[src/rtl/core/sapq_pkg.sv]
// sapq_pkg: shared types and constants of the sorted array priority queue
// used by sorted_array_priority_queue_unit and sapq_checker; no dependencies

package sapq_pkg;

   localparam int DEPTH_DEFAULT       = 16;
   localparam int VALUE_WIDTH_DEFAULT = 32;

   localparam int FIELD_VALUE_WIDTH = 32;
   localparam int FIELD_COUNT_WIDTH = 5;

   localparam logic MODE_INSERT = 1'b0;
   localparam logic MODE_DELETE = 1'b1;

   localparam logic [1:0] ERR_NONE  = 2'd0;
   localparam logic [1:0] ERR_FULL  = 2'd1;
   localparam logic [1:0] ERR_EMPTY = 2'd2;

   typedef struct packed {
      logic                                mode;
      logic signed [FIELD_VALUE_WIDTH-1:0] insert_value;
   } req_type;

   typedef struct packed {
      logic signed [FIELD_VALUE_WIDTH-1:0] head_value;
      logic [FIELD_COUNT_WIDTH-1:0]        entry_count;
      logic                                is_empty;
      logic                                is_full;
      logic [1:0]                          error_code;
   } rsp_type;

endpackage

[src/rtl/core/sorted_array_priority_queue_unit.sv]
// sorted_array_priority_queue_unit: min priority queue held as a sorted row of cells
// depends on sapq_pkg for the item types, codes and parameter defaults
//
// usage
//   req channel: valid/ready, payload carries mode (insert or delete-min) and
//   insert_value. rsp channel: valid/ready, one item per request with the new
//   head, entry count, empty/full flags and an error code.
//   every stored entry compares against the new value in parallel and shifts by
//   one place, so each operation is a single pass through the cell row.
//   a request taken is held in the input register, and its rsp item is written
//   to the rsp register together with the cell row update when it advances.
//   throughput: one item per cycle while rsp is not stalled, as the cell row
//   and count register are updated as each item advances.
//   insert on a full queue is dropped with error 1; delete on an empty queue
//   leaves the state alone with error 2.
//   reset clears the count and both valid flags; entry storage is not cleared.
//   a stalled rsp holds its item; the input register still takes one more
//   item, then req_ready drops until rsp is taken.

module sorted_array_priority_queue_unit #(
   parameter int DEPTH       = sapq_pkg::DEPTH_DEFAULT,
   parameter int VALUE_WIDTH = sapq_pkg::VALUE_WIDTH_DEFAULT
) (
   input  logic              clock,
   input  logic              reset,
   input  logic              req_valid,
   output logic              req_ready,
   input  sapq_pkg::req_type req_payload,
   output logic              rsp_valid,
   input  logic              rsp_ready,
   output sapq_pkg::rsp_type rsp_payload
);

   localparam int CW = $clog2(DEPTH + 1);
   localparam int FVW = sapq_pkg::FIELD_VALUE_WIDTH;
   localparam int FCW = sapq_pkg::FIELD_COUNT_WIDTH;

   logic              s1_valid_ff, s1_valid_in;
   sapq_pkg::req_type s1_ff;
   logic              rsp_valid_ff, rsp_valid_in;
   sapq_pkg::rsp_type rsp_ff, rsp_in;
   logic [CW-1:0]     count_ff, count_in;

   logic signed [VALUE_WIDTH-1:0] entry_ff [DEPTH];
   logic signed [VALUE_WIDTH-1:0] entry_in [DEPTH];

   logic [DEPTH-1:0]              at_or_after;
   logic signed [VALUE_WIDTH-1:0] ins_value;
   logic [VALUE_WIDTH+FVW-1:0]    ins_ext;
   logic [VALUE_WIDTH+FVW-1:0]    head_ext;
   logic [CW+FCW-1:0]             count_ext;
   logic                          advance;
   logic                          full_now, empty_now;
   logic                          do_insert, do_delete;
   logic [1:0]                    err;

   assign advance   = s1_valid_ff && (!rsp_valid_ff || rsp_ready);
   assign req_ready = !s1_valid_ff || advance;

   // input value sign-extended or truncated to the storage width
   assign ins_ext   = {{VALUE_WIDTH{s1_ff.insert_value[FVW-1]}}, s1_ff.insert_value};
   assign ins_value = ins_ext[VALUE_WIDTH-1:0];

   assign full_now  = (count_ff == CW'(DEPTH));
   assign empty_now = (count_ff == '0);
   assign do_insert = advance && (s1_ff.mode == sapq_pkg::MODE_INSERT) && !full_now;
   assign do_delete = advance && (s1_ff.mode == sapq_pkg::MODE_DELETE) && !empty_now;

   for (genvar i = 0; i < DEPTH; i++) begin : g_cell
      // cell lies at or past the insertion point
      assign at_or_after[i] = (CW'(i) >= count_ff) || (entry_ff[i] > ins_value);

      if (i == 0) begin : g_first
         always_comb begin
            if (do_delete) begin
               entry_in[i] = entry_ff[i+1];
            end else if (do_insert) begin
               entry_in[i] = at_or_after[i] ? ins_value : entry_ff[i];
            end else begin
               entry_in[i] = entry_ff[i];
            end
         end
      end else if (i == DEPTH - 1) begin : g_last
         always_comb begin
            if (do_delete) begin
               entry_in[i] = entry_ff[i];
            end else if (do_insert && at_or_after[i]) begin
               entry_in[i] = at_or_after[i-1] ? entry_ff[i-1] : ins_value;
            end else begin
               entry_in[i] = entry_ff[i];
            end
         end
      end else begin : g_mid
         always_comb begin
            if (do_delete) begin
               entry_in[i] = entry_ff[i+1];
            end else if (do_insert && at_or_after[i]) begin
               entry_in[i] = at_or_after[i-1] ? entry_ff[i-1] : ins_value;
            end else begin
               entry_in[i] = entry_ff[i];
            end
         end
      end
   end

   always_comb begin
      count_in = count_ff;
      err      = sapq_pkg::ERR_NONE;
      if (advance) begin
         case (s1_ff.mode)
            sapq_pkg::MODE_INSERT: begin
               if (full_now) begin
                  err = sapq_pkg::ERR_FULL;
               end else begin
                  count_in = count_ff + CW'(1);
               end
            end
            sapq_pkg::MODE_DELETE: begin
               if (empty_now) begin
                  err = sapq_pkg::ERR_EMPTY;
               end else begin
                  count_in = count_ff - CW'(1);
               end
            end
            default: begin
               err = sapq_pkg::ERR_NONE;
            end
         endcase
      end
   end

   assign head_ext  = {{FVW{entry_in[0][VALUE_WIDTH-1]}}, entry_in[0]};
   assign count_ext = {{FCW{1'b0}}, count_in};

   always_comb begin
      rsp_in.head_value  = (count_in == '0) ? '0 : head_ext[FVW-1:0];
      rsp_in.entry_count = count_ext[FCW-1:0];
      rsp_in.is_empty    = (count_in == '0);
      rsp_in.is_full     = (count_in == CW'(DEPTH));
      rsp_in.error_code  = err;
   end

   assign s1_valid_in  = req_ready ? req_valid : s1_valid_ff;
   assign rsp_valid_in = advance || (rsp_valid_ff && !rsp_ready);

   always_ff @(posedge clock) begin
      if (reset) begin
         s1_valid_ff  <= 1'b0;
         rsp_valid_ff <= 1'b0;
         count_ff     <= '0;
      end else begin
         s1_valid_ff  <= s1_valid_in;
         rsp_valid_ff <= rsp_valid_in;
         count_ff     <= count_in;
      end
   end

   always_ff @(posedge clock) begin
      if (req_ready) begin
         s1_ff <= req_payload;
      end
      if (advance) begin
         rsp_ff   <= rsp_in;
         entry_ff <= entry_in;
      end
   end

   assign rsp_valid   = rsp_valid_ff;
   assign rsp_payload = rsp_ff;

endmodule

[config.mk]
export PLATFORM = sky130hd
export DESIGN_NAME = sorted_array_priority_queue_unit
export DESIGN_NICKNAME = d
export VERILOG_FILES = /design/src/rtl/core/sapq_pkg.sv /design/src/rtl/core/sorted_array_priority_queue_unit.sv
export SDC_FILE = /design/constraint.sdc
export NUM_CORES = 2
export LEC_CHECK = 0
export BUFFER_PORTS_ARGS = -buffer_cell sky130_fd_sc_hd__buf_2
export CAP_MARGIN = 25
export CORE_MARGIN = 2
export CORE_UTILIZATION = 50
export DETAILED_ROUTE_END_ITERATION = 6
export PLACE_DENSITY_LB_ADDON = 0.3
export SLEW_MARGIN = 0
export SYNTH_ARGS = -nofsm -noshare
export SYNTH_HDL_FRONTEND = slang
export SYNTH_SLANG_ARGS = --single-unit
[constraint.sdc]
create_clock -name clock -period 6.8 [get_ports clock]
set_input_delay 1.02 -clock clock [delete_from_list [all_inputs] [get_ports clock]]
set_output_delay 1.02 -clock clock [all_outputs]
set_load 0.01 [all_outputs]
==> results.toml <==
[routing]
drtAntennaViolNets = 0
via_count = 34200
first_iter_violations = 4211
wl_mm = 133
firstDrtPassIters = 7
drc = 0
vias_per_cell = 6.79
wl_per_cell_um = 26.3

[layout]
syn2layout_area_growth_pct = 9.26
drive_above_1_share_pct = 8.63
instances_no_fill = 5045
fill_cells = 7070
mostFrequentLayoutCells = "edfxtp_1, ha_1, nand2_1"
multiInputGateArea_um2 = 21100
antennaDiodeCount = 0
final_nets = 4491
final_common_cell = "edfxtp_1"
seqCellArea_um2 = 17700

[sta]
hold_viol = 0
rsz0062_at_grt = "no"
fin_skew_ns = 0.0236
maxSlewViolCount = 0
max_freq_mhz = 177
fin_ws_ns = 1.14
setup_viol = 0
tns_ns = 0
worst_pin_slew_ns = 1.14
period_needed_ns = 5.66
slew_headroom_pct = 22.2
holdWs_ns = 0.566
final.period_utilization_pct = 83.2

[power]
finalPower_mw = 10.5
power.leakage_nw = 16.9
peakVddDrop_mv = 0.279
power_density_nw_per_um2 = 238

[clock_network]
hold_buffers = 0
h-tree-depth = 3
cts.sinks = 593
worstSkewPairLatency_ns = 0.63
clockBufferDepth = 3
cts_buffers = 70
cts_tree = "done"
cts_root_buf = "clkbuf_16"
post_cts_buffers = 0
ctsResizeCount = 0
clk_pin_slew_ns = 0.06

[setup_path]
path_class = "reg -> reg"
r2r_start = "ins_value[31]"
rr_worst_depth = 10
cp-start-kind = "flop"
required_ns = 7.11
rrSetupSlack_ns = 1.14
crit_arrival_ns = 5.97
reg2reg_to = "entry_ff[279]"
worstPathMaxFanout = 32
worstSetupEndpointType = "flop"

[placement]
port_buffers = 79
dp_cells = 4922
hpwl_mm = 96.0
gp_congestion = 0.957
place_worst_setup_slack_ns = 1.44

[synthesis]
yosysSeqAreaShare_pct = 44.1
synthDistinctLibCells = 78
synth_fp_nets = 4503
synth_top_flop_cell = "edfxtp_1"
avgSynthCellArea_um2 = 10.2
async_reset_ff_share_pct = 0
synth_edf_count = 586
synthesis.area_um2 = 40300
ys_ff_latch = 593
syn_inst = 3949
synth_warnings = 0

[floorplan]
core_area_um2 = 80200
ioPinCount = 80
dieHeight_um = 288
num_rows = 104
dieArea_um2 = 82800
start_util_pct = 50.2
die_w_um = 288

[global_route]
antenna_found_initial = 0
grt_max_degree = 218
grt_pass1_vias = 33000
overflow = 0
grt_usage_pct = 31.6
grt_pass1_wl_mm = 201

[outcome]
status = "completed"

[worst_hold_path]
hold_end = "s1_ff[32]"
min_from = "req_payload[32]"
min_delay_path_depth = 1
min_path_type = "in -> reg"

[flow_run]
cap_violations = 0
[worst max-delay path by stage]
stage                             start  slack (ns)  cells past startpoint             to
after CTS                 ins_value[31]        1.34                     10  entry_ff[280]
final                     ins_value[31]        1.14                     10  entry_ff[279]
after floorplan               rsp_ready        0.07                      8  entry_ff[320]
after global routing      ins_value[31]        0.95                     10  entry_ff[281]
after global placement    ins_value[31]        1.59                     10  entry_ff[283]
after detailed placement  ins_value[31]        1.44                     10  entry_ff[282]
[stage by stage]
step,util [%],area (um2)
2_1_floorplan,-,40300
3_3_place_gp,52.1,41800
3_5_place_dp,52.1,41800
4_1_cts,54.8,43900
5_1_grt,54.9,44000
6_report,54.9,44000
[synthesized netlist by cell type (4+ instances only)]
library cell  number  area, um2
buf_4             23        173
edfxtp_1         586      17600
nor2_1            96        360
o31ai_1           13       97.6
a22oi_1            4       30.0
and4_1             6       52.6
inv_1            106        398
o22ai_1           38        238
dfxtp_1            7        140
a211oi_1          46        345
buf_2             37        185
o21ai_1           37        185
nand2b_1           7       43.8
nand2_1          502       1880
nand4_1          136        851
ha_1             517       6470
mux2i_1           98        981
nor3_1            87        435
or3_1              7       43.8
and3_1             8       50.1
a211o_1            4       35.0
nor4_1            48        300
o21a_1            29        218
o21ai_0          129        646
o221ai_1          41        359
nor2b_1           29        181
a21oi_1          245       1230
buf_1             33        124
a21o_1            64        480
a221oi_1          40        350
clkbuf_1         168        631
a2111oi_0          6       52.6
nand3_1          330       1650
a31oi_1           10       62.6
o211ai_1         295       2210
o31a_1             8       70.1
mux2_2            32        360
a21boi_0          13       97.6
[metal layers]
layer	GRT usage, %	vias up	wire, um
met5	0	-	0
met2	48.5	1817	59000
met3	5.37	364	12200
li1	-	15400	-
met4	15.9	0	7670
met1	43.1	16600	53600
[worst max-delay path, stage by stage (launching register included)]
cell	delay [ns]
edfxtp_1	0.57
inv_1	0.43
ha_1	0.58
nand4_1	0.16
or2_2	0.35
nor4_1	0.79
o311ai_0	0.43
or4b_1	0.26
a31o_2	0.61
o21a_1	0.74
buf_4	0.39
[layout make-up]
type / count / share of cell area, %
multi-input cells: 2984 / 48.0
flip-flops and latches: 593 / 40.3
clock buffers: 86 / 4.26
well taps: 1060 / 3.02
repair buffers: 181 / 2.91
inverters: 107 / 0.916
clock inverters: 34 / 0.600
[report_power, final]
| group | internal (mW) | switching [mW] | leakage, nW |
|---|---|---|---|
| combinational | 0.750 | 1.34 | 10.3 |
| clock | 2.07 | 1.61 | 1.04 |
| sequential | 4.43 | 0.249 | 5.53 |
| total | 7.25 | 3.20 | 16.9 |
[kinds of logic (layout without fill, tap and decap cells)]
group           count (synthesis)  after routing  synth area share (%)
mux                           130            130                  3.33
flops                         593            593                  44.1
compound gates               1056           1056                  17.5
fa+ha+maj                     517            517                  16.1
xor+xnor                        2              2                0.0435
buf+inv                       372            408                  3.90
simple gates                 1279           1279                  15.1
[flip-flops by register name, indices dropped and copies added, names as in the netlist]
name,flops
rsp_payload,41
s1_ff,1
entry_ff,512
count_ff,5
rsp_valid,1
ins_value,32
s1_valid_ff,1
Note: power is estimated with default switching activity, not from simulation.
